<file path="src/hdl/polar_pursuit_controller_top_macros.svh">
// -----------------------------------------------------------------------------
// Assertion macros for the polar pursuit controller
// Clocked, reset-qualified assertion wrappers; compiled out with NO_ASSERTIONS.
// -----------------------------------------------------------------------------
`ifndef POLAR_PURSUIT_CONTROLLER_TOP_MACROS_SVH
`define POLAR_PURSUIT_CONTROLLER_TOP_MACROS_SVH

`ifndef NO_ASSERTIONS
// Check a property on every rising clock edge outside reset.
`define PPC_ASSERT(lbl, prop, msg) \
  lbl: assert property (@(posedge clk_i) disable iff (!rst_ni) (prop)) else $error(msg);
// Check that a condition never holds outside reset.
`define PPC_ASSERT_NEVER(lbl, cond, msg) \
  lbl: assert property (@(posedge clk_i) disable iff (!rst_ni) !(cond)) else $error(msg);
`else
`define PPC_ASSERT(lbl, prop, msg)
`define PPC_ASSERT_NEVER(lbl, cond, msg)
`endif

`endif

</file>
<file path="src/hdl/ppc_pkg.sv">
// -----------------------------------------------------------------------------
// ppc_pkg
// Shared widths, constants, angle table and stage type of the pursuit controller.
// -----------------------------------------------------------------------------
package ppc_pkg;

  localparam int FIELD_W         = 16;
  localparam int GAIN_W          = 16;
  localparam int DATA_WIDTH      = 16;
  localparam int CORDIC_STAGES   = 16;
  localparam int GUARD_BITS      = 8;
  localparam int ANGLE_TABLE_LEN = 24;
  localparam int NUM_CELLS       = (CORDIC_STAGES < ANGLE_TABLE_LEN) ?
                                   CORDIC_STAGES : ANGLE_TABLE_LEN;
  localparam int SHIFT_W         = $clog2(ANGLE_TABLE_LEN);

  // datapath: offset plus guard bits plus headroom for rotation and CORDIC gain
  localparam int XW      = DATA_WIDTH + GUARD_BITS + 3;
  // angle accumulator, Q.30 radians with room for the pre-rotation
  localparam int ZW      = 34;
  localparam int ANGLE_W = 30;
  localparam int ANGLE_FRAC = 30;
  localparam int HEAD_SHIFT = ANGLE_FRAC - 12;
  localparam int HW      = ZW - HEAD_SHIFT;

  localparam int INV_W   = 20;
  localparam logic [INV_W-1:0] INV_GAIN_Q20 = INV_W'(636751);
  localparam int DIST_SHIFT = 28;
  localparam int PW      = (XW - 1) + INV_W;
  localparam int DISTW   = PW + 1 - DIST_SHIFT;
  localparam int SPW     = DISTW + GAIN_W;
  localparam int TPW     = HW + GAIN_W + 1;
  localparam int OUT_SHIFT = 12;

  localparam logic signed [ZW-1:0] HALF_PI_Q30 = ZW'(1686629713);

  localparam logic [ANGLE_W-1:0] ANGLE_TAB [ANGLE_TABLE_LEN] = '{
    30'd843314857, 30'd497837829, 30'd263043837, 30'd133525159,
    30'd67021687,  30'd33543516,  30'd16775851,  30'd8388437,
    30'd4194283,   30'd2097149,   30'd1048576,   30'd524288,
    30'd262144,    30'd131072,    30'd65536,     30'd32768,
    30'd16384,     30'd8192,      30'd4096,      30'd2048,
    30'd1024,      30'd512,       30'd256,       30'd128
  };

  localparam logic [GAIN_W-1:0] SPEED_GAIN_RST = GAIN_W'(2048);
  localparam logic [GAIN_W-1:0] YAW_GAIN_RST   = GAIN_W'(4096);

  typedef enum logic {
    REG_SPEED_GAIN = 1'b0,
    REG_YAW_GAIN   = 1'b1
  } reg_addr_e;

  // one beat moving down the cell chain
  typedef struct packed {
    logic                 valid;
    logic                 zero;
    logic signed [XW-1:0] x;
    logic signed [XW-1:0] y;
    logic signed [ZW-1:0] z;
  } stage_t;

endpackage

</file>
<file path="src/hdl/ppc_front.sv">
// -----------------------------------------------------------------------------
// ppc_front
// Scale the offset and pre-rotate it into the right half plane.
// -----------------------------------------------------------------------------
module ppc_front (
  input  logic                           clk_i,
  input  logic                           rst_ni,
  input  logic                           en_i,
  input  logic                           take_i,
  input  logic [ppc_pkg::FIELD_W-1:0]    offset_x_i,
  input  logic [ppc_pkg::FIELD_W-1:0]    offset_y_i,
  output ppc_pkg::stage_t                q_o
);
  import ppc_pkg::*;

  localparam int EXT_W = XW - DATA_WIDTH - GUARD_BITS;

  logic signed [XW-1:0] xs, ys;
  stage_t               stage_d, stage_q;

  assign xs = {{EXT_W{offset_x_i[DATA_WIDTH-1]}}, offset_x_i[DATA_WIDTH-1:0],
               {GUARD_BITS{1'b0}}};
  assign ys = {{EXT_W{offset_y_i[DATA_WIDTH-1]}}, offset_y_i[DATA_WIDTH-1:0],
               {GUARD_BITS{1'b0}}};

  always_comb begin
    stage_d.valid = take_i;
    stage_d.zero  = (xs == '0) && (ys == '0);
    if (xs[XW-1]) begin
      if (!ys[XW-1]) begin
        stage_d.x = ys;
        stage_d.y = -xs;
        stage_d.z = HALF_PI_Q30;
      end else begin
        stage_d.x = -ys;
        stage_d.y = xs;
        stage_d.z = -HALF_PI_Q30;
      end
    end else begin
      stage_d.x = xs;
      stage_d.y = ys;
      stage_d.z = '0;
    end
  end

  always_ff @(posedge clk_i or negedge rst_ni) begin
    if (!rst_ni) begin
      stage_q <= '0;
    end else if (en_i) begin
      stage_q <= stage_d;
    end
  end

  assign q_o = stage_q;

endmodule

</file>
<file path="config.mk">
export PLATFORM = sky130hd
export DESIGN_NAME = ppc_front
export DESIGN_NICKNAME = d
export VERILOG_FILES = /design/src/hdl/polar_pursuit_controller_top_macros.svh /design/src/hdl/ppc_pkg.sv /design/src/hdl/ppc_front.sv
export SDC_FILE = /design/constraint.sdc
export NUM_CORES = 1
export LEC_CHECK = 0
export BUFFER_PORTS_ARGS = -buffer_cell sky130_fd_sc_hd__buf_2
export CAP_MARGIN = 15
export CORE_MARGIN = 2
export CORE_UTILIZATION = 51
export DETAILED_ROUTE_END_ITERATION = 12
export MAX_ROUTING_LAYER = met4
export PLACE_DENSITY_LB_ADDON = 0.1
export SETUP_SLACK_MARGIN = 0.15
export SYNTH_ARGS = -nofsm -noshare
export SYNTH_HDL_FRONTEND = slang
export SYNTH_SLANG_ARGS = --single-unit
</file>
<file path="constraint.sdc">
create_clock -name clk_i -period 1.6 [get_ports clk_i]
set_input_delay 0.4 -clock clk_i [delete_from_list [all_inputs] [get_ports clk_i]]
set_output_delay 0.4 -clock clk_i [all_outputs]
set_load 0.005 [all_outputs]
</file>
# Word level (Yosys, flattened, before mapping)

Cells that the tools add are included.

Logic and storage cells: 12
Input port bits: 36
Flip-flop bits (word level): 90

Reductions and logical operators: 3
Multiplexer cells: 2
Add/subtract/negate cells: 2

Operators with widths:

| operator            | number |
|---|---|
| $mux W88            | 2 |
| $logic_not A27 Y1   | 2 |
| $neg A24 Y27        | 2 |
| $logic_and A1 B1 Y1 | 1 |

# Logic depth before layout (Yosys ltp)

Depth after elaboration: 3
Mapped depth: 8
Depth with buffers taken out: 8

# Worst setup path after synthesis

Ideal clock, no wire load.

Path type: input port to flip-flop
From: input offset_y_i[0] (netlist name)
To: register stage_q (netlist bit q_o[83])
Setup slack: -0.470 ns
Stages: 7
Buffers on the path: 0
Arrival: 1.976 ns
Setup time: 0.094 ns
Path through: inv_1 -> ha_1 -> or3b_1 -> or4_4 -> o41ai_2 -> xnor2_1 -> a221oi_2

Word-level cells in the longest chain between the ends: 3

RTL lines:

| what                   | RTL line        | text |
|---|---|---|
| start: declaration     | ppc_front.sv:11 | `input logic [ppc_pkg::FIELD_W-1:0] offset_y_i,` |
| $neg A24 Y27           | ppc_front.sv:35 | `stage_d.x = -ys;` |
| $mux W88               | ppc_front.sv:30 | `if (!ys[XW-1]) begin` |
| $mux W88               | ppc_front.sv:29 | `if (xs[XW-1]) begin` |
| end signal: assignment | ppc_front.sv:50 | `stage_q <= stage_d;` |
| end: declaration       | ppc_front.sv:19 | `stage_t stage_d, stage_q;` |

Every way passes these cells.
A chain may end at the register's enable or synchronous reset.

# Final worst setup path

From: input offset_y_i[9] (netlist name)
To: register stage_q (netlist bit q_o[83])

Same word-level chain as after synthesis.

==> impl_metrics.py <==
metrics = {
    "run_status": {
        "outcome": "complete, but fails checks",
        "failed_checks": "setup timing",
    },
    "timing": {
        "finalHoldViolations": 0,
        "slew_viol_final": 0,
        "setup_viol": 12,
        "max_freq_ghz": 0.526,
        "worst_slack_ns": -0.302,
        "fin_crit_ns": 1.90,
        "finalCritPeriodShare_pct": 119,
        "tightestPinTransition_ns": 0.530,
        "timing.clock.skew_ns": 0,
        "slew_headroom_pct": 64.4,
        "setup-tns-final_ns": -1.26,
        "grt_setup_unrepaired": "true",
    },
    "place": {
        "dpl.hpwl_um": 5440,
        "place.port_buffers": 109,
        "place.gp.congestion": 0.820,
        "place_area_mm2": 0.00360,
    },
    "clock_network": {
        "worstSkewPairLatency_ns": 0.29,
        "tritoncts.num_buffers": 5,
        "cts_hold_repair.buffers": 0,
        "tritoncts": "done",
        "cts_root_buf": "clkbuf_8",
        "cts_num_sinks": 43,
        "clock_path_buffers": 2,
        "htree_levels": 2,
        "cts.clk_slew.worst_paths_ns": 0.09,
    },
    "global_routing": {
        "grtUsageTotal_pct": 27.0,
        "first_global_vias": 2547,
        "grt_pass1_wl_um": 12700,
        "grt_antenna_before_repair": 0,
        "grt_max_degree": 44,
        "overflow": 0,
    },
    "yosys": {
        "avgSynthCellArea_um2": 9.04,
        "ys_types": 42,
        "post_synth_most_frequent_cells": "47 x buf_4, 43 x dfrtp_1, 32 x o21ai_0",
        "post_synth_main_area_contributors": "dfrtp_1 38%, buf_4 13%, o21ai_0 5.7%, xnor2_1 5.6%, a21oi_1 3.0%",
        "synthesis.yosys.warnings": 0,
        "synth_ff_type": "dfrtp_1",
        "seq_cells_post_synth": 43,
        "seq_area_frac_synth_pct": 38.3,
        "synth_top_area_share_pct": 38.3,
        "yosys.area.top_type": "dfrtp_1",
        "synth_cells": 311,
        "synth.cell_area_mm2": 0.00281,
        "ys_async_sr_fraction_pct": 100,
        "synth_edf_count": 0,
        "synth_most_common_cell": "buf_4",
    },
    "setup_path": {
        "setup.worst_path.class": "input port to register",
        "critical_path_peak_fanout": 3,
        "worstReg2RegStart": "q_o[80]",
        "reg2reg_depth": 3,
        "worst_r2r_endpoint": "q_o[80]",
        "start_kind": "input port",
        "crit_path_end_kind": "register",
        "critPathRequiredTime_ns": 1.81,
        "worst-endpoint-arrival_ns": 2.11,
        "r2r_slack_ns": 0.63,
    },
    "pwr": {
        "power.switching_fraction_pct": 29.6,
        "power.combinational.fraction_pct": 28.8,
        "power_frac_clock_pct": 29.6,
        "ir_worst_vdd_v": 0.000436,
        "p_seq_share_pct": 41.7,
        "switchingPower_uw": 897,
        "internal_power_mw": 2.14,
        "leakagePower_nw": 2.07,
        "power.density_cell_area_mw_per_mm2": 721,
    },
    "detailed_routing": {
        "via_per_inst": 5.34,
        "drt-total-wl_um": 8110,
        "drcViolationCount": 0,
        "drt-pass1-iter-count": 4,
        "route.vias.total": 2707,
        "detail_route.iter0.violations": 171,
        "final_antenna_net_count": 0,
        "drt-wirelength-per-cell_um": 16.0,
    },
    "floorplan": {
        "die_extent_in_x_um": 78.2,
        "die_y_um": 78.2,
        "top_level_port_count": 126,
        "std_cell_rows": 27,
        "fp.coreArea_mm2": 0.00541,
        "floorplan.initialDensity_pct": 52.0,
        "area_of_the_die_mm2": 0.00612,
    },
    "layout": {
        "nets": 473,
        "largest_register_ff_count": 43,
        "antenna_cells": 0,
        "postLayoutCellArea_mm2": 0.00421,
        "area_delta_synth_final_pct": 49.8,
        "drive_gt1_share_pct": 53.1,
    },
    "job": {
        "cap_viol_max_count": 0,
    },
    "hold_path": {
        "hp-class": "input port to async pin",
    },
}
[area by class of cell]
| type | instances | area [um2] |
|---|---|---|
| multi-input combinational | 204 | 1690 |
| fill | 348 | 1200 |
| timing repair buffer | 165 | 1160 |
| inverter | 15 | 78.8 |
| clock buffer | 6 | 82.6 |
| sequential | 43 | 1080 |
| clock inverter | 2 | 35.0 |
| tap | 72 | 90.1 |
[cells in the final DEF (no fill, tap or decap), types with 6 or more instances in the layout]
cell type,instances
nor2_1,16
nor2b_1,10
dfrtp_1,43
a21o_1,11
buf_6,19
conb_1,16
buf_2,97
buf_4,39
inv_1,10
o21ai_1,10
or4_4,6
a21oi_1,9
a31oi_1,6
clkbuf_8,6
o21ai_0,20
xnor2_1,15
xor2_1,7
[cell families (layout without fill, tap and decap cells)]
kind of cell,after synthesis,in the layout,synth area share (%)
XOR/XNOR,25,25,7.79
adder cells (fa/ha/maj),3,3,1.34
multiplexers,6,6,2.23
AO/OA/AOI/OAI,91,91,20.8
AND/OR/NAND/NOR,63,63,12.6
other,1,16,0.133
flip-flops,43,43,38.3
buffers and inverters,79,188,16.8
[per-layer routing]
metal  GRT usage, %  part of all wire (%)
met1           35.7                    43
met2           44.6                    50
met3           4.25                   5.3
met4           5.79                   1.6
met5              -                     0
[timing repair]
item | in CTS | in global routing
buffers inserted | 7 | 3
hold endpoints to repair | 0 | 0
endpoints found under the setup margin | 41 | 59
resized for setup | 56 | 37
pin swaps | 29 | 32
[worst max path at each step]
stage	depth (start not counted)	end	start
after detailed placement	8	q_o[83]	offset_y_i[0]
after global routing	8	q_o[83]	offset_y_i[0]
final	6	q_o[83]	offset_y_i[9]
after CTS	8	q_o[83]	offset_y_i[0]
after floorplan	7	q_o[83]	offset_y_i[0]
after global placement	8	q_o[83]	offset_y_i[0]
[power by group through the flow]
stage / sequential (mW) / combinational [mW] / clock [mW]
after floorplan: 1.29 / 0.433 / 0
after global placement: 1.28 / 0.744 / 0
after detailed placement: 1.28 / 0.757 / 0
after CTS: 1.26 / 0.820 / 0.910
after global routing: 1.28 / 0.956 / 0.952
final: 1.26 / 0.873 / 0.898
[metrics by stage]
stage | total power, mW | instances | setup WS (ns) | utilization [%] | hold WS [ns]
floorplan | 1.72 | 326 | -0.419 | - | 0.104
finish | 3.04 | 507 | -0.302 | 77.9 | 0.0620
CTS | 2.99 | 504 | -0.270 | 74.3 | 0.0710
detailed placement | 2.04 | 490 | -0.655 | 66.5 | 0.400
global placement | 2.02 | 490 | -0.612 | 66.5 | 0.393
global route | 3.18 | 507 | -0.324 | 77.9 | 0.0780
[critical path, stage by stage]
cell      delay, ns
buf_2          0.12
or3_4          0.41
or4_4          0.56
o41ai_4        0.25
xnor2_1        0.14
a221oi_2       0.23
Note: power is estimated with default switching activity, not from simulation.
