$ cat src/hdl/polar_pursuit_controller_top_macros.svh
// -----------------------------------------------------------------------------
// Assertion macros for the polar pursuit controller
// Clocked, reset-qualified assertion wrappers; compiled out with NO_ASSERTIONS.
// -----------------------------------------------------------------------------
`ifndef POLAR_PURSUIT_CONTROLLER_TOP_MACROS_SVH
`define POLAR_PURSUIT_CONTROLLER_TOP_MACROS_SVH

`ifndef NO_ASSERTIONS
// Check a property on every rising clock edge outside reset.
`define PPC_ASSERT(lbl, prop, msg) \
  lbl: assert property (@(posedge clk_i) disable iff (!rst_ni) (prop)) else $error(msg);
// Check that a condition never holds outside reset.
`define PPC_ASSERT_NEVER(lbl, cond, msg) \
  lbl: assert property (@(posedge clk_i) disable iff (!rst_ni) !(cond)) else $error(msg);
`else
`define PPC_ASSERT(lbl, prop, msg)
`define PPC_ASSERT_NEVER(lbl, cond, msg)
`endif

`endif

$ cat src/hdl/ppc_pkg.sv
// -----------------------------------------------------------------------------
// ppc_pkg
// Shared widths, constants, angle table and stage type of the pursuit controller.
// -----------------------------------------------------------------------------
package ppc_pkg;

  localparam int FIELD_W         = 16;
  localparam int GAIN_W          = 16;
  localparam int DATA_WIDTH      = 16;
  localparam int CORDIC_STAGES   = 16;
  localparam int GUARD_BITS      = 8;
  localparam int ANGLE_TABLE_LEN = 24;
  localparam int NUM_CELLS       = (CORDIC_STAGES < ANGLE_TABLE_LEN) ?
                                   CORDIC_STAGES : ANGLE_TABLE_LEN;
  localparam int SHIFT_W         = $clog2(ANGLE_TABLE_LEN);

  // datapath: offset plus guard bits plus headroom for rotation and CORDIC gain
  localparam int XW      = DATA_WIDTH + GUARD_BITS + 3;
  // angle accumulator, Q.30 radians with room for the pre-rotation
  localparam int ZW      = 34;
  localparam int ANGLE_W = 30;
  localparam int ANGLE_FRAC = 30;
  localparam int HEAD_SHIFT = ANGLE_FRAC - 12;
  localparam int HW      = ZW - HEAD_SHIFT;

  localparam int INV_W   = 20;
  localparam logic [INV_W-1:0] INV_GAIN_Q20 = INV_W'(636751);
  localparam int DIST_SHIFT = 28;
  localparam int PW      = (XW - 1) + INV_W;
  localparam int DISTW   = PW + 1 - DIST_SHIFT;
  localparam int SPW     = DISTW + GAIN_W;
  localparam int TPW     = HW + GAIN_W + 1;
  localparam int OUT_SHIFT = 12;

  localparam logic signed [ZW-1:0] HALF_PI_Q30 = ZW'(1686629713);

  localparam logic [ANGLE_W-1:0] ANGLE_TAB [ANGLE_TABLE_LEN] = '{
    30'd843314857, 30'd497837829, 30'd263043837, 30'd133525159,
    30'd67021687,  30'd33543516,  30'd16775851,  30'd8388437,
    30'd4194283,   30'd2097149,   30'd1048576,   30'd524288,
    30'd262144,    30'd131072,    30'd65536,     30'd32768,
    30'd16384,     30'd8192,      30'd4096,      30'd2048,
    30'd1024,      30'd512,       30'd256,       30'd128
  };

  localparam logic [GAIN_W-1:0] SPEED_GAIN_RST = GAIN_W'(2048);
  localparam logic [GAIN_W-1:0] YAW_GAIN_RST   = GAIN_W'(4096);

  typedef enum logic {
    REG_SPEED_GAIN = 1'b0,
    REG_YAW_GAIN   = 1'b1
  } reg_addr_e;

  // one beat moving down the cell chain
  typedef struct packed {
    logic                 valid;
    logic                 zero;
    logic signed [XW-1:0] x;
    logic signed [XW-1:0] y;
    logic signed [ZW-1:0] z;
  } stage_t;

endpackage

$ cat src/hdl/ppc_cordic_cell.sv
// -----------------------------------------------------------------------------
// ppc_cordic_cell
// One vectoring micro-rotation: drive y toward zero and accumulate the angle.
// -----------------------------------------------------------------------------
module ppc_cordic_cell (
  input  logic                           clk_i,
  input  logic                           rst_ni,
  input  logic                           en_i,
  input  logic [ppc_pkg::SHIFT_W-1:0]    shift_i,
  input  logic signed [ppc_pkg::ZW-1:0]  angle_i,
  input  ppc_pkg::stage_t                d_i,
  output ppc_pkg::stage_t                q_o
);
  import ppc_pkg::*;

  logic signed [XW-1:0] x_sh, y_sh;
  stage_t               stage_d, stage_q;

  assign x_sh = d_i.x >>> shift_i;
  assign y_sh = d_i.y >>> shift_i;

  always_comb begin
    stage_d.valid = d_i.valid;
    stage_d.zero  = d_i.zero;
    if (!d_i.y[XW-1]) begin
      stage_d.x = d_i.x + y_sh;
      stage_d.y = d_i.y - x_sh;
      stage_d.z = d_i.z + angle_i;
    end else begin
      stage_d.x = d_i.x - y_sh;
      stage_d.y = d_i.y + x_sh;
      stage_d.z = d_i.z - angle_i;
    end
  end

  always_ff @(posedge clk_i or negedge rst_ni) begin
    if (!rst_ni) begin
      stage_q <= '0;
    end else if (en_i) begin
      stage_q <= stage_d;
    end
  end

  assign q_o = stage_q;

endmodule

$ cat config.mk
export PLATFORM = sky130hd
export DESIGN_NAME = ppc_cordic_cell
export DESIGN_NICKNAME = d
export VERILOG_FILES = /design/src/hdl/polar_pursuit_controller_top_macros.svh /design/src/hdl/ppc_pkg.sv /design/src/hdl/ppc_cordic_cell.sv
export SDC_FILE = /design/constraint.sdc
export NUM_CORES = 1
export LEC_CHECK = 0
export ABC_AREA = 0
export BUFFER_PORTS_ARGS = -buffer_cell sky130_fd_sc_hd__buf_2
export CAP_MARGIN = 20
export CORE_MARGIN = 2
export CORE_UTILIZATION = 35
export CTS_BUF_LIST = sky130_fd_sc_hd__clkbuf_16
export CTS_CLUSTER_SIZE = 14
export DETAILED_ROUTE_END_ITERATION = 6
export PLACE_DENSITY = 0.63
export SETUP_SLACK_MARGIN = 0.02
export SYNTH_ARGS = -nofsm -noshare
export SYNTH_HDL_FRONTEND = slang
export SYNTH_SLANG_ARGS = --single-unit
$ cat constraint.sdc
create_clock -name clk_i -period 1.8 [get_ports clk_i]
set_input_delay 0.09 -clock clk_i [delete_from_list [all_inputs] [get_ports clk_i]]
set_output_delay 0.09 -clock clk_i [all_outputs]
set_load 0.02 [all_outputs]
# Word-level counts from Yosys, hierarchy flattened
# Index checks and enable logic that the tools add are counted.
[totals] elab_cells=14 output_inout_bits=90 reg_bits=90 input_bits=132
[op_classes] addsub=6 shift=2 mux=1
[ops] operator="88-bit two-way mux" n=1
[ops] operator="27-bit adder" n=2
[ops] operator="27-bit by 5-bit >>> shifter with 27-bit output" n=2
[ops] operator="27-bit subtractor" n=2
[ops] operator="34-bit adder" n=1
[ops] operator="34-bit subtractor" n=1

# Depth between registers and ports, before layout
[logic_depth] ltp_word=3 depth_mapped=26 mapped_depth_nobuf=22

# Worst setup path after synthesis
# No wires, ideal clock.
[synth_timing] kind="input port to flip-flop" start="input port shift_i[1] (netlist name)" end="register stage_q, in the netlist q_o[85]" setup_slack_ns=-3.432 required_ns=1.675 n_path_buf=3 setup_time_ns=0.125 arrival_ns=5.107 stages=23 cell_sequence="buf_6 buf_6 buf_4 mux4_2 mux2_2 mux4_2 inv_1 ha_1 nand2_1 or4_4 nor4b_2 xnor2_1 o22ai_1 ha_1 a21o_1 a21oi_1 nand2_1 nor4_1 nor2_1 a221oi_1 o21bai_1 xor2_1 mux2_2"
[synth_via] elab_chain_len=3 elab_cells_between_ends=4 cone_classes="add/sub: 2; shift: 1; mux: 1"
[synth_lines] element="start: declaration" line_no="ppc_cordic_cell.sv:9" text="input logic [ppc_pkg::SHIFT_W-1:0] shift_i,"
[synth_lines] element="27-bit by 5-bit >>> shifter with 27-bit output (*)" line_no="ppc_cordic_cell.sv:20" text="assign y_sh = d_i.y >>> shift_i;"
[synth_lines] element="27-bit adder or 27-bit subtractor (tied branches)" line_no="ppc_cordic_cell.sv:26, ppc_cordic_cell.sv:30"
[synth_lines] element="88-bit two-way mux (*)" line_no="ppc_cordic_cell.sv:25" text="if (!d_i.y[XW-1]) begin"
[synth_lines] element="end signal: assignment" line_no="ppc_cordic_cell.sv:40" text="stage_q <= stage_d;"
[synth_lines] element="end: declaration" line_no="ppc_cordic_cell.sv:17" text="stage_t stage_d, stage_q;"
# Every way passes the cells marked *; elsewhere a longest branch is shown, timed or not.
# A chain may end at the register's enable or synchronous reset.

# Final worst setup path
[layout_timing] start="input port shift_i[0] (netlist name)" end="register stage_q, in the netlist q_o[86]"
# Same word-level chain as after synthesis.

==> impl_metrics.py <==
metrics = {
    "clock_network": {
        "tritoncts_num_sinks": 90,
        "clk-insertion-delay-late_ns": 0.36,
        "clkTransAtPathRegs_ns": 0.08,
        "cts_inserted_buffers": 9,
        "cts-root-buf": "sky130_fd_sc_hd__clkbuf_16",
        "cts_tree": "yes",
        "clock_path_buffers": 2,
        "h-tree-depth": 3,
    },
    "synth": {
        "synth.yosys.seq_area_share": 0.173,
        "ys_warn_count": 0,
        "ys.flop_type": "sky130_fd_sc_hd__dfrtp_1",
        "yosysTopAreaCell": "sky130_fd_sc_hd__dfrtp_1",
        "synth_largest_type_area_fraction": 0.173,
        "syn-cell-area_mm2": 0.0130,
        "synth_edf_count": 0,
        "netlist_top_cells_area": "sky130_fd_sc_hd__dfrtp_1 17%, sky130_fd_sc_hd__mux4_2 9.4%, sky130_fd_sc_hd__ha_1 8.9%, sky130_fd_sc_hd__mux2_2 8.1%, sky130_fd_sc_hd__xnor2_1 7.2%",
        "postSynthAreaPerCell_um2": 8.80,
        "synth_async_sr_flop_share": 1.00,
        "synthesis.nets": 1703,
        "syn_inst": 1476,
        "yosys.cell_types.count": 86,
        "synth.ff_latch_count": 90,
    },
    "critical_path": {
        "crit_path_end_kind": "flop",
        "reg2reg_slack_ns": 0.90,
        "rr_startpoint": "q_o[57]",
        "crit_fanout": 5,
        "timing.reg2reg.worst_path_depth": 2,
        "cell_chain_of_the_critical_path": "buf_12, buf_8, mux4_2, mux2_4, mux4_2, inv_2, ha_4, nand2_2, or4_4, nor4b_4, xnor2_1, o22ai_2, ha_1, buf_4, and3_1, a211o_1, a21oi_2, nor2b_2, o21ai_2, a31oi_2, a31oi_1, xnor2_1, mux2_2",
        "cp_slowest_cell": "sky130_fd_sc_hd__or4_4",
        "timing.critical_path.buf_inv": 4,
        "path_class": "in -> reg",
        "crit_path_start_kind": "input pin",
        "worst-endpoint-arrival_ns": 4.96,
        "reg2reg_to": "q_o[57]",
        "crit_family": "multiplexers",
        "crit_required_ns": 2.06,
        "critical-path-max-stage-delay_ns": 0.57,
    },
    "global_route": {
        "globalRouteOverflowTotal": 0,
        "initial_antenna_violation_count": 0,
        "met2_use_gr": 0.467,
        "first_global_vias": 14900,
        "grt_start_max_net_pins": 56,
        "grt_pass1_wl_mm": 82.5,
        "grt_use_met3": 0.0298,
        "grt_use_met1": 0.365,
        "global_route.usage.total": 0.272,
        "global_route.peak_usage_layer": "met2",
    },
    "layout": {
        "area.growth.synth_to_final_pct": 66.5,
        "nets": 2501,
        "antenna-diode-count": 0,
        "flip_flop_count_of_the_largest_register_all_copies_and_words_added": 90,
        "post-route-cell-area_mm2": 0.0216,
        "drive_gt1_frac": 0.571,
        "layoutNonFillerInstCount": 2747,
        "postLayoutCoreUtil": 0.591,
        "final_layout_fill_cell_count": 3174,
    },
    "floorplanning": {
        "width_of_the_die_um": 197,
        "num_io_pins": 222,
        "start_util": 0.355,
        "die_y_um": 197,
        "floorplan.rows": 70,
        "floorplan.die_area_mm2": 0.0387,
        "coreArea_mm2": 0.0366,
    },
    "worst_hold_path": {
        "hold_path_depth": 4,
        "hold_class": "in -> reg",
        "hold_start": "d_i[0]",
        "hold_end": "q_o[0]",
    },
    "timing": {
        "setup_tns_ns": -146.87,
        "worst_slew_pin_slew_ns": 0.623,
        "finalHoldViolations": 0,
        "final-setup-viol-count": 82,
        "finalWorstPathRequiredPeriod_ns": 4.70,
        "max_freq_mhz": 213,
        "finClkSkew_ns": 0,
        "timing.hold.ws_ns": 0.0916,
        "finalWorstSetupSlack_ns": -2.90,
        "timing.final.max_slew_violations": 0,
        "rsz0062_at_grt": "yes",
        "final_min_period_over_clock_period": 2.61,
        "max-slew-margin-rel": 0.582,
    },
    "power": {
        "p_per_area_mw_per_mm2": 765,
        "cellLeakagePower_nw": 10.1,
        "power.ir.vdd_worst_v": 0.000403,
    },
    "placed_design": {
        "dpl_cell_area_mm2": 0.0191,
        "port_buffers": 221,
        "hpwlAfterDp_mm": 43.7,
        "dp.cells": 2665,
        "gpl.final_weighted_congestion": 0.955,
    },
    "drt": {
        "dr.pass1.iters": 5,
        "vias": 15200,
        "drtIter0Drc": 1023,
        "wl_mm": 55.9,
        "post_dr_wirelength_cell_um": 20.3,
        "detail-route-antenna-nets": 0,
        "route.detailed.vias_per_inst": 5.53,
        "detail_route.drc_violations": 0,
    },
    "run_status": {
        "violated_checks": "setup timing",
        "run_status": "finished with violations",
    },
    "flow_run": {
        "drv.max_cap_violation_count": 0,
    },
}
## metal layers
metal  vias up  part of all wire
met5         -                 0
met2       522              0.48
met4         0             0.023
met3        80             0.056
li1       7184                 -
met1      7416              0.44
## power by group
group	leakage [nW]	switching [mW]	internal, mW
Clock	0.143	0.904	1.08
Sequential	1.05	0.400	2.76
Combinational	8.92	5.72	5.69
## logic make-up after synthesis
family | share of synthesized area
AOI/OAI and AO/OA | 0.213
xor gates and xnor gates | 0.0982
and+or+nand+nor | 0.162
buffers and inverters | 0.0428
muxes | 0.218
adders and majority gates | 0.0932
DFF | 0.173
## how the worst max path moves through the flow
stage / cells after the start / end / start / slack (ns)
after floorplan: 23 / q_o[85] / shift_i[1] / -3.12
after global placement: 22 / q_o[49] / shift_i[0] / -3.49
after detailed placement: 19 / q_o[49] / shift_i[1] / -3.58
after CTS: 23 / q_o[81] / shift_i[0] / -2.88
after global routing: 23 / q_o[85] / shift_i[0] / -3.02
final: 23 / q_o[86] / shift_i[0] / -2.90
## metrics by stage
| stage | power [mW] | worst slack, ns |
|---|---|---|
| 3_5_place_dp | 12.9 | -3.58 |
| 5_1_grt | 17.6 | -3.02 |
| 3_3_place_gp | 12.7 | -3.49 |
| 6_report | 16.6 | -2.90 |
| 4_1_cts | 15.4 | -2.88 |
| 2_1_floorplan | 8.61 | -3.12 |
## Yosys cell counts, types with 5 or more instances
library cell and number:
sky130_fd_sc_hd__a211o_1 5, sky130_fd_sc_hd__a211oi_1 24, sky130_fd_sc_hd__a21boi_0 5, sky130_fd_sc_hd__a21o_1 49
sky130_fd_sc_hd__a21oi_1 121, sky130_fd_sc_hd__a221oi_1 5, sky130_fd_sc_hd__a31oi_1 19, sky130_fd_sc_hd__a41oi_1 6
sky130_fd_sc_hd__and2_1 10, sky130_fd_sc_hd__and3_1 19, sky130_fd_sc_hd__and4_1 5, sky130_fd_sc_hd__buf_1 8
sky130_fd_sc_hd__buf_2 13, sky130_fd_sc_hd__buf_4 10, sky130_fd_sc_hd__buf_6 7, sky130_fd_sc_hd__clkbuf_1 37
sky130_fd_sc_hd__dfrtp_1 90, sky130_fd_sc_hd__ha_1 92, sky130_fd_sc_hd__inv_1 43, sky130_fd_sc_hd__mux2_2 93
sky130_fd_sc_hd__mux2i_1 43, sky130_fd_sc_hd__mux4_2 54, sky130_fd_sc_hd__nand2_1 96, sky130_fd_sc_hd__nand2b_1 21
sky130_fd_sc_hd__nand3_1 31, sky130_fd_sc_hd__nand3b_1 5, sky130_fd_sc_hd__nor2_1 106, sky130_fd_sc_hd__nor2b_1 19
sky130_fd_sc_hd__nor3_1 35, sky130_fd_sc_hd__nor3b_1 11, sky130_fd_sc_hd__nor4_1 7, sky130_fd_sc_hd__o211ai_1 16
sky130_fd_sc_hd__o21a_1 10, sky130_fd_sc_hd__o21ai_0 70, sky130_fd_sc_hd__o21bai_1 9, sky130_fd_sc_hd__o22ai_1 18
sky130_fd_sc_hd__o31ai_1 12, sky130_fd_sc_hd__or2_2 12, sky130_fd_sc_hd__or3_1 6, sky130_fd_sc_hd__or4_1 6
sky130_fd_sc_hd__xnor2_1 107, sky130_fd_sc_hd__xor2_1 36
## what timing repair did
action / 4_1_cts / 5_1_grt
setup endpoints to repair: 87 / 85
hold buffers: 3 / 0
cloned: 1 / 5
gates resized for setup: 111 / 269
endpoints found under the hold margin: 33 / 0
setup buffers: 29 / 37
pin swaps: 61 / 141
## worst register-to-register path: cells and delay by family (launching register included)
family          cells  cell delay (ns)
compound gates      1             0.30
flops               1             0.39
simple gates        1             0.10
## final cells by class
cell class,instances,area (um2),share of cell area
Timing Repair Buffer,862,6450,0.298
Clock buffer,9,225,0.0104
Clock inverter,7,68.8,0.00318
Inverter,45,169,0.00781
Multi-Input combinational cell,1266,11900,0.549
Tap cell,468,586,0.0271
Sequential cell,90,2250,0.104
## layout by cell type (no fill, tap or decap), drive strengths merged, types with 45 or more instances in the layout
cell type	synthesis	final
o21ai	72	72
nand2	96	96
mux2	93	93
a21o	49	49
nor2	108	108
inv	44	45
mux4	58	58
mux2i	45	45
buf	38	854
xnor2	107	107
a21oi	121	121
ha	92	92
dfrtp	90	90
(Power assumes the default switching activity.)
