`src/hdl/polar_pursuit_controller_top_macros.svh`:
```
// -----------------------------------------------------------------------------
// Assertion macros for the polar pursuit controller
// Clocked, reset-qualified assertion wrappers; compiled out with NO_ASSERTIONS.
// -----------------------------------------------------------------------------
`ifndef POLAR_PURSUIT_CONTROLLER_TOP_MACROS_SVH
`define POLAR_PURSUIT_CONTROLLER_TOP_MACROS_SVH

`ifndef NO_ASSERTIONS
// Check a property on every rising clock edge outside reset.
`define PPC_ASSERT(lbl, prop, msg) \
  lbl: assert property (@(posedge clk_i) disable iff (!rst_ni) (prop)) else $error(msg);
// Check that a condition never holds outside reset.
`define PPC_ASSERT_NEVER(lbl, cond, msg) \
  lbl: assert property (@(posedge clk_i) disable iff (!rst_ni) !(cond)) else $error(msg);
`else
`define PPC_ASSERT(lbl, prop, msg)
`define PPC_ASSERT_NEVER(lbl, cond, msg)
`endif

`endif

```
`src/hdl/ppc_pkg.sv`:
```
// -----------------------------------------------------------------------------
// ppc_pkg
// Shared widths, constants, angle table and stage type of the pursuit controller.
// -----------------------------------------------------------------------------
package ppc_pkg;

  localparam int FIELD_W         = 16;
  localparam int GAIN_W          = 16;
  localparam int DATA_WIDTH      = 16;
  localparam int CORDIC_STAGES   = 16;
  localparam int GUARD_BITS      = 8;
  localparam int ANGLE_TABLE_LEN = 24;
  localparam int NUM_CELLS       = (CORDIC_STAGES < ANGLE_TABLE_LEN) ?
                                   CORDIC_STAGES : ANGLE_TABLE_LEN;
  localparam int SHIFT_W         = $clog2(ANGLE_TABLE_LEN);

  // datapath: offset plus guard bits plus headroom for rotation and CORDIC gain
  localparam int XW      = DATA_WIDTH + GUARD_BITS + 3;
  // angle accumulator, Q.30 radians with room for the pre-rotation
  localparam int ZW      = 34;
  localparam int ANGLE_W = 30;
  localparam int ANGLE_FRAC = 30;
  localparam int HEAD_SHIFT = ANGLE_FRAC - 12;
  localparam int HW      = ZW - HEAD_SHIFT;

  localparam int INV_W   = 20;
  localparam logic [INV_W-1:0] INV_GAIN_Q20 = INV_W'(636751);
  localparam int DIST_SHIFT = 28;
  localparam int PW      = (XW - 1) + INV_W;
  localparam int DISTW   = PW + 1 - DIST_SHIFT;
  localparam int SPW     = DISTW + GAIN_W;
  localparam int TPW     = HW + GAIN_W + 1;
  localparam int OUT_SHIFT = 12;

  localparam logic signed [ZW-1:0] HALF_PI_Q30 = ZW'(1686629713);

  localparam logic [ANGLE_W-1:0] ANGLE_TAB [ANGLE_TABLE_LEN] = '{
    30'd843314857, 30'd497837829, 30'd263043837, 30'd133525159,
    30'd67021687,  30'd33543516,  30'd16775851,  30'd8388437,
    30'd4194283,   30'd2097149,   30'd1048576,   30'd524288,
    30'd262144,    30'd131072,    30'd65536,     30'd32768,
    30'd16384,     30'd8192,      30'd4096,      30'd2048,
    30'd1024,      30'd512,       30'd256,       30'd128
  };

  localparam logic [GAIN_W-1:0] SPEED_GAIN_RST = GAIN_W'(2048);
  localparam logic [GAIN_W-1:0] YAW_GAIN_RST   = GAIN_W'(4096);

  typedef enum logic {
    REG_SPEED_GAIN = 1'b0,
    REG_YAW_GAIN   = 1'b1
  } reg_addr_e;

  // one beat moving down the cell chain
  typedef struct packed {
    logic                 valid;
    logic                 zero;
    logic signed [XW-1:0] x;
    logic signed [XW-1:0] y;
    logic signed [ZW-1:0] z;
  } stage_t;

endpackage

```
`src/hdl/ppc_back.sv`:
```
// -----------------------------------------------------------------------------
// ppc_back
// Gain-correct the magnitude, round the heading, apply gains and saturate.
// -----------------------------------------------------------------------------
module ppc_back (
  input  logic                           clk_i,
  input  logic                           rst_ni,
  input  logic                           en_i,
  input  ppc_pkg::stage_t                d_i,
  input  logic [ppc_pkg::GAIN_W-1:0]     speed_gain_i,
  input  logic [ppc_pkg::GAIN_W-1:0]     yaw_gain_i,
  output logic                           valid_o,
  output logic [ppc_pkg::FIELD_W-1:0]    linear_speed_o,
  output logic signed [ppc_pkg::FIELD_W-1:0] turn_rate_o
);
  import ppc_pkg::*;

  localparam int SVW = SPW + 1 - OUT_SHIFT;
  localparam int TVW = TPW + 1 - OUT_SHIFT;

  // step 1: magnitude correction product and rounded heading
  logic                 v1_q;
  logic [PW-1:0]        prod_d, prod_q;
  logic signed [ZW-1:0] zr;
  logic signed [HW-1:0] head_d, head_q;

  // step 2: gain products
  logic                  v2_q;
  logic [PW:0]           dsum;
  logic [DISTW-1:0]      mag;
  logic [SPW-1:0]        sp_d, sp_q;
  logic signed [TPW-1:0] tp_d, tp_q;

  // step 3: round and saturate
  logic                      v3_q;
  logic [SPW:0]              ssum;
  logic [SVW-1:0]            sv;
  logic signed [TPW:0]       tsum;
  logic signed [TVW-1:0]     tv;
  logic [FIELD_W-1:0]        speed_d, speed_q;
  logic signed [FIELD_W-1:0] turn_d, turn_q;

  assign zr     = d_i.z + ZW'(1 << (HEAD_SHIFT - 1));
  assign prod_d = d_i.zero ? '0 : PW'(d_i.x[XW-2:0]) * PW'(INV_GAIN_Q20);
  assign head_d = d_i.zero ? '0 : zr[ZW-1:HEAD_SHIFT];

  assign dsum = {1'b0, prod_q} + (PW+1)'(1 << (DIST_SHIFT - 1));
  assign mag  = dsum[PW:DIST_SHIFT];
  assign sp_d = SPW'(mag) * SPW'(speed_gain_i);
  assign tp_d = TPW'(head_q) * $signed({1'b0, yaw_gain_i});

  assign ssum = {1'b0, sp_q} + (SPW+1)'(1 << (OUT_SHIFT - 1));
  assign sv   = ssum[SPW:OUT_SHIFT];
  assign tsum = {tp_q[TPW-1], tp_q} + (TPW+1)'(1 << (OUT_SHIFT - 1));
  assign tv   = tsum[TPW:OUT_SHIFT];

  always_comb begin
    // clamp to the top of the unsigned range
    if (|sv[SVW-1:FIELD_W]) begin
      speed_d = '1;
    end else begin
      speed_d = sv[FIELD_W-1:0];
    end
    // clamp to the signed range
    if (tv[TVW-1] && !(&tv[TVW-2:FIELD_W-1])) begin
      turn_d = {1'b1, {(FIELD_W-1){1'b0}}};
    end else if (!tv[TVW-1] && (|tv[TVW-2:FIELD_W-1])) begin
      turn_d = {1'b0, {(FIELD_W-1){1'b1}}};
    end else begin
      turn_d = tv[FIELD_W-1:0];
    end
  end

  always_ff @(posedge clk_i or negedge rst_ni) begin
    if (!rst_ni) begin
      v1_q <= 1'b0;
      v2_q <= 1'b0;
      v3_q <= 1'b0;
    end else if (en_i) begin
      v1_q <= d_i.valid;
      v2_q <= v1_q;
      v3_q <= v2_q;
    end
  end

  always_ff @(posedge clk_i) begin
    if (en_i) begin
      prod_q  <= prod_d;
      head_q  <= head_d;
      sp_q    <= sp_d;
      tp_q    <= tp_d;
      speed_q <= speed_d;
      turn_q  <= turn_d;
    end
  end

  assign valid_o        = v3_q;
  assign linear_speed_o = speed_q;
  assign turn_rate_o    = turn_q;

endmodule

```
`config.mk`:
```
export PLATFORM = sky130hd
export DESIGN_NAME = ppc_back
export DESIGN_NICKNAME = d
export VERILOG_FILES = /design/src/hdl/polar_pursuit_controller_top_macros.svh /design/src/hdl/ppc_pkg.sv /design/src/hdl/ppc_back.sv
export SDC_FILE = /design/constraint.sdc
export NUM_CORES = 2
export LEC_CHECK = 0
export BUFFER_PORTS_ARGS = -buffer_cell sky130_fd_sc_hd__clkbuf_2
export CORE_MARGIN = 3
export CORE_UTILIZATION = 50
export DETAILED_ROUTE_END_ITERATION = 8
export PLACE_DENSITY = 0.67
export RECOVER_POWER = 100
export SYNTH_ARGS = -nofsm -noshare
export SYNTH_HDL_FRONTEND = slang
export SYNTH_SLANG_ARGS = --single-unit
```
`constraint.sdc`:
```
create_clock -name clk_i -period 15.9 [get_ports clk_i]
set_clock_uncertainty 0.05 [all_clocks]
set_input_delay 1.59 -clock clk_i [delete_from_list [all_inputs] [get_ports clk_i]]
set_output_delay 1.59 -clock clk_i [all_outputs]
set_load 0.05 [all_outputs]
```
# Yosys cells after proc, flatten, opt, wreduce, memory -nomap -nowiden
# Cells that the tools add are included.
# totals
word_cells,24
reg_bits,165
out_inout_bits,33
inputBits,125
# op_classes
add_sub_neg,4
n_mux,1
mul,3
reduce_logical,7
# op_table
cell,count
adder 46 x 28 -> 47 bit (second input constant),1
multiplier 26 x 20 -> 46 bit (second input constant),1
adder 35 x 12 -> 36 bit (second input constant),1
multiplier 19 x 16 -> 35 bit,1
adder 33 x 13 -> 34 bit (second input constant),1
adder 34 x 19 -> 34 bit (second input constant),1
multiplier 16 x 17 -> 33 bit,1
2-to-1 mux 16 bit,1
OR reduction 8 bit,1
AND reduction 6 bit,1
OR reduction 6 bit,1
logical AND 1 bit,2
logical NOT 1 bit,2

# Logic depth before layout (Yosys ltp)
# depth
word_depth,4
mapped_depth,30

# Least setup slack after synthesis
# OpenSTA, ideal clock, no wires.
# synth_path
kind,in2reg
start,in speed_gain_i[3] (netlist name)
end,"reg sp_q[27], data pin"
arrival_time_ns,7.635
required_time_ns,15.713
path_slack_ns,8.077
setup_time_ns,0.137
path_stages,23
n_path_buf,2
path_cell_list,clkbuf_1 > clkbuf_1 > nand2_1 > fa_1 > fa_1 > fa_1 > fa_1 > inv_1 > fa_1 > inv_1 > fa_1 > inv_1 > ha_1 > a21o_1 > a21o_1 > a21o_1 > o21ai_2 > o21bai_2 > a31oi_4 > o211ai_2 > a221oi_4 > or4b_1 > nand4_1
# synth_between
elab_chain_len,1
# synth_rtl
element,line_no,rtl
from (decl),ppc_back.sv:10,"input logic [ppc_pkg::GAIN_W-1:0] speed_gain_i,"
multiplier 19 x 16 -> 35 bit,ppc_back.sv:49,assign sp_d = SPW'(mag) * SPW'(speed_gain_i);
via sp_d[27],ppc_back.sv:31,"logic [SPW-1:0] sp_d, sp_q;"
to (signal assigned),ppc_back.sv:90,sp_q <= sp_d;
to (decl),ppc_back.sv:31,
# The timed path passes the listed nets, and every way through them passes these cells.
# A chain may end at the register's enable or synchronous reset.

# Worst setup path in the final report
# layout_path
start,in yaw_gain_i[8] (netlist name)
end,"reg tp_q[32], data pin"
# layout_between
elab_chain_len,1
# layout_rtl
element,line_no,rtl
from (decl),ppc_back.sv:11,"input logic [ppc_pkg::GAIN_W-1:0] yaw_gain_i,"
multiplier 16 x 17 -> 33 bit,ppc_back.sv:50,"assign tp_d = TPW'(head_q) * $signed({1'b0, yaw_gain_i});"
via tp_d[32],ppc_back.sv:32,"logic signed [TPW-1:0] tp_d, tp_q;"
to (signal assigned),ppc_back.sv:91,tp_q <= tp_d;
to (decl),ppc_back.sv:32,
# The timed path passes the listed nets, and every way through them passes these cells.

==> results.sh <==
export IMPL_status="complete, but fails checks"
export IMPL_violations="max-capacitance violations, max-slew violations"
export IMPL_criticalPathCategory="primary input to flop"
export IMPL_ant_nets=0
export IMPL_postCtsHoldBufs=0
export IMPL_cts_root_buf="clkbuf_16"
export IMPL_drt_iter0_drc=1091
export IMPL_hold_end="valid_o"
export IMPL_finalHoldViolCount=0
export IMPL_grt_use_total=0.221
export IMPL_grt_setup_unrepaired="false"
export IMPL_yosysSeqAreaShare=0.105
export IMPL_wl_per_cell_um=16.7
export IMPL_die_x_um=263
export IMPL_gr_usage_met3=0.0357
export IMPL_coreArea_um2=64800
export IMPL_use_met2=0.375
export IMPL_syn_nets=4671
export IMPL_h_tree_depth=4
export IMPL_io_pin_count=158
export IMPL_syn_to_final_growth_pct=5.75
export IMPL_ff2ff_setup_slack_ps=7290
export IMPL_clk_path_buf_depth=2
export IMPL_yosys_warnings=0
export IMPL_cp_required_ps=16030
export IMPL_critPathBufInv=6
export IMPL_dieArea_um2=69100
export IMPL_end_kind="flop"
export IMPL_wirelength_um=72800
export IMPL_final_nets=4732
export IMPL_worstPathCellList="clkbuf_1, nand2_1, fa_1, inv_1, fa_1, inv_1, fa_1, fa_1, inv_1, fa_1, inv_1, fa_1, inv_1, ha_1, o21ai_0, o221ai_1, nand2_1, nor2_1, a2111oi_0, nor3_1, o41a_1, o21a_1, nor2_1, xnor2_1"
export IMPL_synthArstFlopShare=0.0259
export IMPL_postSynthCellCount=3440
export IMPL_fmax_ghz=0.108
export IMPL_r2r_end="sp_q[32]"
export IMPL_hp_start="v2_q"
export IMPL_cts_tree="yes"
export IMPL_layout_drive_gt1_share=0.0401
export IMPL_via_count=22381
export IMPL_start_util=0.509
export IMPL_cts_made_buffers=17
export IMPL_dr_pass1_iters=7
export IMPL_grt_pass1_vias=24115
export IMPL_grt_busiest_layer="met2"
export IMPL_via_per_inst=5.12
export IMPL_cp_start_kind="primary input"
export IMPL_finalCritPeriodShare=0.584
export IMPL_grt_max_degree=66
export IMPL_diodes=0
export IMPL_chipHeight_um=263
export IMPL_max_cap_viol_count=5
export IMPL_drc=0
export IMPL_slowest_delay_ps=1500
export IMPL_worstReg2RegStart="prod_q[29]"
export IMPL_grt_antenna_before_repair=0
export IMPL_dpl_hpwl_um=60000
export IMPL_finalSetupViolCount=0
export IMPL_arrival_ps=9420
export IMPL_cts_setup_buffers=0
export IMPL_hold_depth=1
export IMPL_hp_class="flop to flop"
export IMPL_crit_family="adder cells"
export IMPL_slowest_stage="a2111oi_0"
export IMPL_fin_crit_ps=9290
export IMPL_fillCellCount=5796
export IMPL_crit_path_max_fanout=16
export IMPL_worstSkewPairLatency_ps=440
export IMPL_tns_ps=0
export IMPL_worst_pin_slew_ps=3250
export IMPL_clk_pin_slew_ps=60
export IMPL_cts_resized=0
export IMPL_place_port_buffers=112
export IMPL_finalWeightedCongestion=0.919
export IMPL_syn_cell_area_um2=33000
export IMPL_cts_sinks=116
export IMPL_reg2reg_depth=25
export IMPL_yosysUniqueCellTypes=67
export IMPL_grt_pass1_wl_um=123000
export IMPL_relSlewSlack=-1.16
export IMPL_syn_area_per_cell_um2=9.59
export IMPL_grt_ovfl_total=0
export IMPL_synth_edf_count=113
export IMPL_rows=93
export IMPL_path_common_cell="fa_1"
export IMPL_slew_violations=196
export IMPL_ys_ff_latch=116
export IMPL_use_met1=0.301
export IMPL_synth_flop_cell="edfxtp_1"
worst max path at each step:
stage | start | slack (ps) | cells past startpoint | endpoint
global route | yaw_gain_i[8] | 6070 | 24 | tp_q[32]
detailed placement | d_i[68] | 6990 | 25 | prod_q[44]
CTS | d_i[68] | 7440 | 25 | prod_q[44]
global placement | d_i[69] | 7030 | 25 | prod_q[44]
floorplan | speed_gain_i[3] | 8080 | 23 | sp_q[27]
finish | yaw_gain_i[8] | 6610 | 24 | tp_q[32]
cell families (layout without fill, tap and decap cells):
kind of cell | after synthesis | in the layout | synth area share
adders and majority gates | 1106 | 1106 | 0.573
xor gates and xnor gates | 108 | 108 | 0.0289
muxes | 5 | 5 | 0.00171
buffers and inverters | 999 | 1073 | 0.114
DFF | 116 | 116 | 0.105
and+or+nand+nor | 861 | 861 | 0.127
AOI/OAI and AO/OA | 245 | 245 | 0.0501
worst reg2reg max path: cells and delay by family (launching register included):
kind | cells | cell delay, ps
buffers and inverters | 4 | 280
xor gates and xnor gates | 1 | 1230
AOI/OAI and AO/OA | 7 | 2130
and+or+nand+nor | 6 | 990
adders and majority gates | 7 | 3260
DFF | 1 | 430
routing by layer:
| layer | vias to the layer above | routed length (µm) |
|---|---|---|
| li1 | 10530 | - |
| met1 | 11226 | 32100 |
| met2 | 557 | 35400 |
| met3 | 68 | 4450 |
| met4 | 0 | 914 |
| met5 | - | 0 |
placed cells by master (no fill, tap or decap), drive strengths merged, types with 6 or more instances in the layout:
| cell type | count |
|---|---|
| xnor2 | 63 |
| edfxtp | 113 |
| clkbuf | 132 |
| and4 | 6 |
| fa | 677 |
| nand2 | 385 |
| or3 | 6 |
| o21a | 11 |
| and2 | 232 |
| o21bai | 10 |
| buf | 17 |
| and3 | 25 |
| a211oi | 9 |
| nor2b | 10 |
| a21oi | 75 |
| ha | 429 |
| o21ai | 47 |
| xor2 | 45 |
| a21o | 38 |
| nand3 | 38 |
| a31oi | 16 |
| nand4 | 23 |
| nand2b | 23 |
| nor3 | 20 |
| clkinv | 6 |
| inv | 913 |
| nor2 | 82 |
synthesized netlist by cell type, types with 5 or more instances:
cell / instances / share of area
nand2b_1: 23 / 0.0044
clkbuf_1: 83 / 0.0094
a211oi_1: 9 / 0.0020
nand2_1: 385 / 0.044
o21bai_1: 9 / 0.0020
edfxtp_1: 113 / 0.10
a31oi_1: 14 / 0.0027
and4_1: 6 / 0.0016
a21oi_1: 75 / 0.011
o21a_1: 11 / 0.0025
ha_1: 429 / 0.16
o21ai_0: 41 / 0.0062
nor2b_1: 10 / 0.0019
nand3_1: 38 / 0.0058
nor2_1: 82 / 0.0093
nor3_1: 20 / 0.0030
xnor2_1: 63 / 0.017
mux2_2: 5 / 0.0017
xor2_1: 44 / 0.012
and3_1: 25 / 0.0047
o21ai_1: 5 / 0.00076
and2_1: 232 / 0.044
fa_1: 677 / 0.41
nand4_1: 23 / 0.0044
inv_1: 910 / 0.10
or3_1: 6 / 0.0011
a21o_1: 38 / 0.0086
final cells by class:
class | instances | area, µm² | area share
clock buffers | 18 | 429 | 0.0123
clock inverters | 14 | 154 | 0.00441
well taps | 855 | 1070 | 0.0307
repair buffers | 131 | 647 | 0.0185
flip-flops and latches | 116 | 3470 | 0.0994
inverters | 910 | 3420 | 0.0979
multi-input cells | 2325 | 25700 | 0.737
registers in the layout, indices dropped and copies added, names as in the netlist:
signal and flops:
tp_q 22, v2_q 1, prod_q 19, v1_q 1
sp_q 24, linear_speed_o 16, head_q 16, turn_rate_o 16
valid_o 1
through the flow:
step / hold slack [ps] / cell area [µm²] / worst slack (ps) / instances / utilization
2_1_floorplan: 425 / 33000 / 8080 / 3440 / -
3_3_place_gp: 439 / 34500 / 7030 / 4337 / 0.532
3_5_place_dp: 472 / 34500 / 6990 / 4337 / 0.532
4_1_cts: 486 / 35000 / 7440 / 4369 / 0.541
5_1_grt: 512 / 34900 / 6070 / 4369 / 0.538
6_report: 479 / 34900 / 6610 / 4369 / 0.538
Power is not shown: default switching activity piles up to over one toggle a cycle in this logic, so the estimate is an artifact.
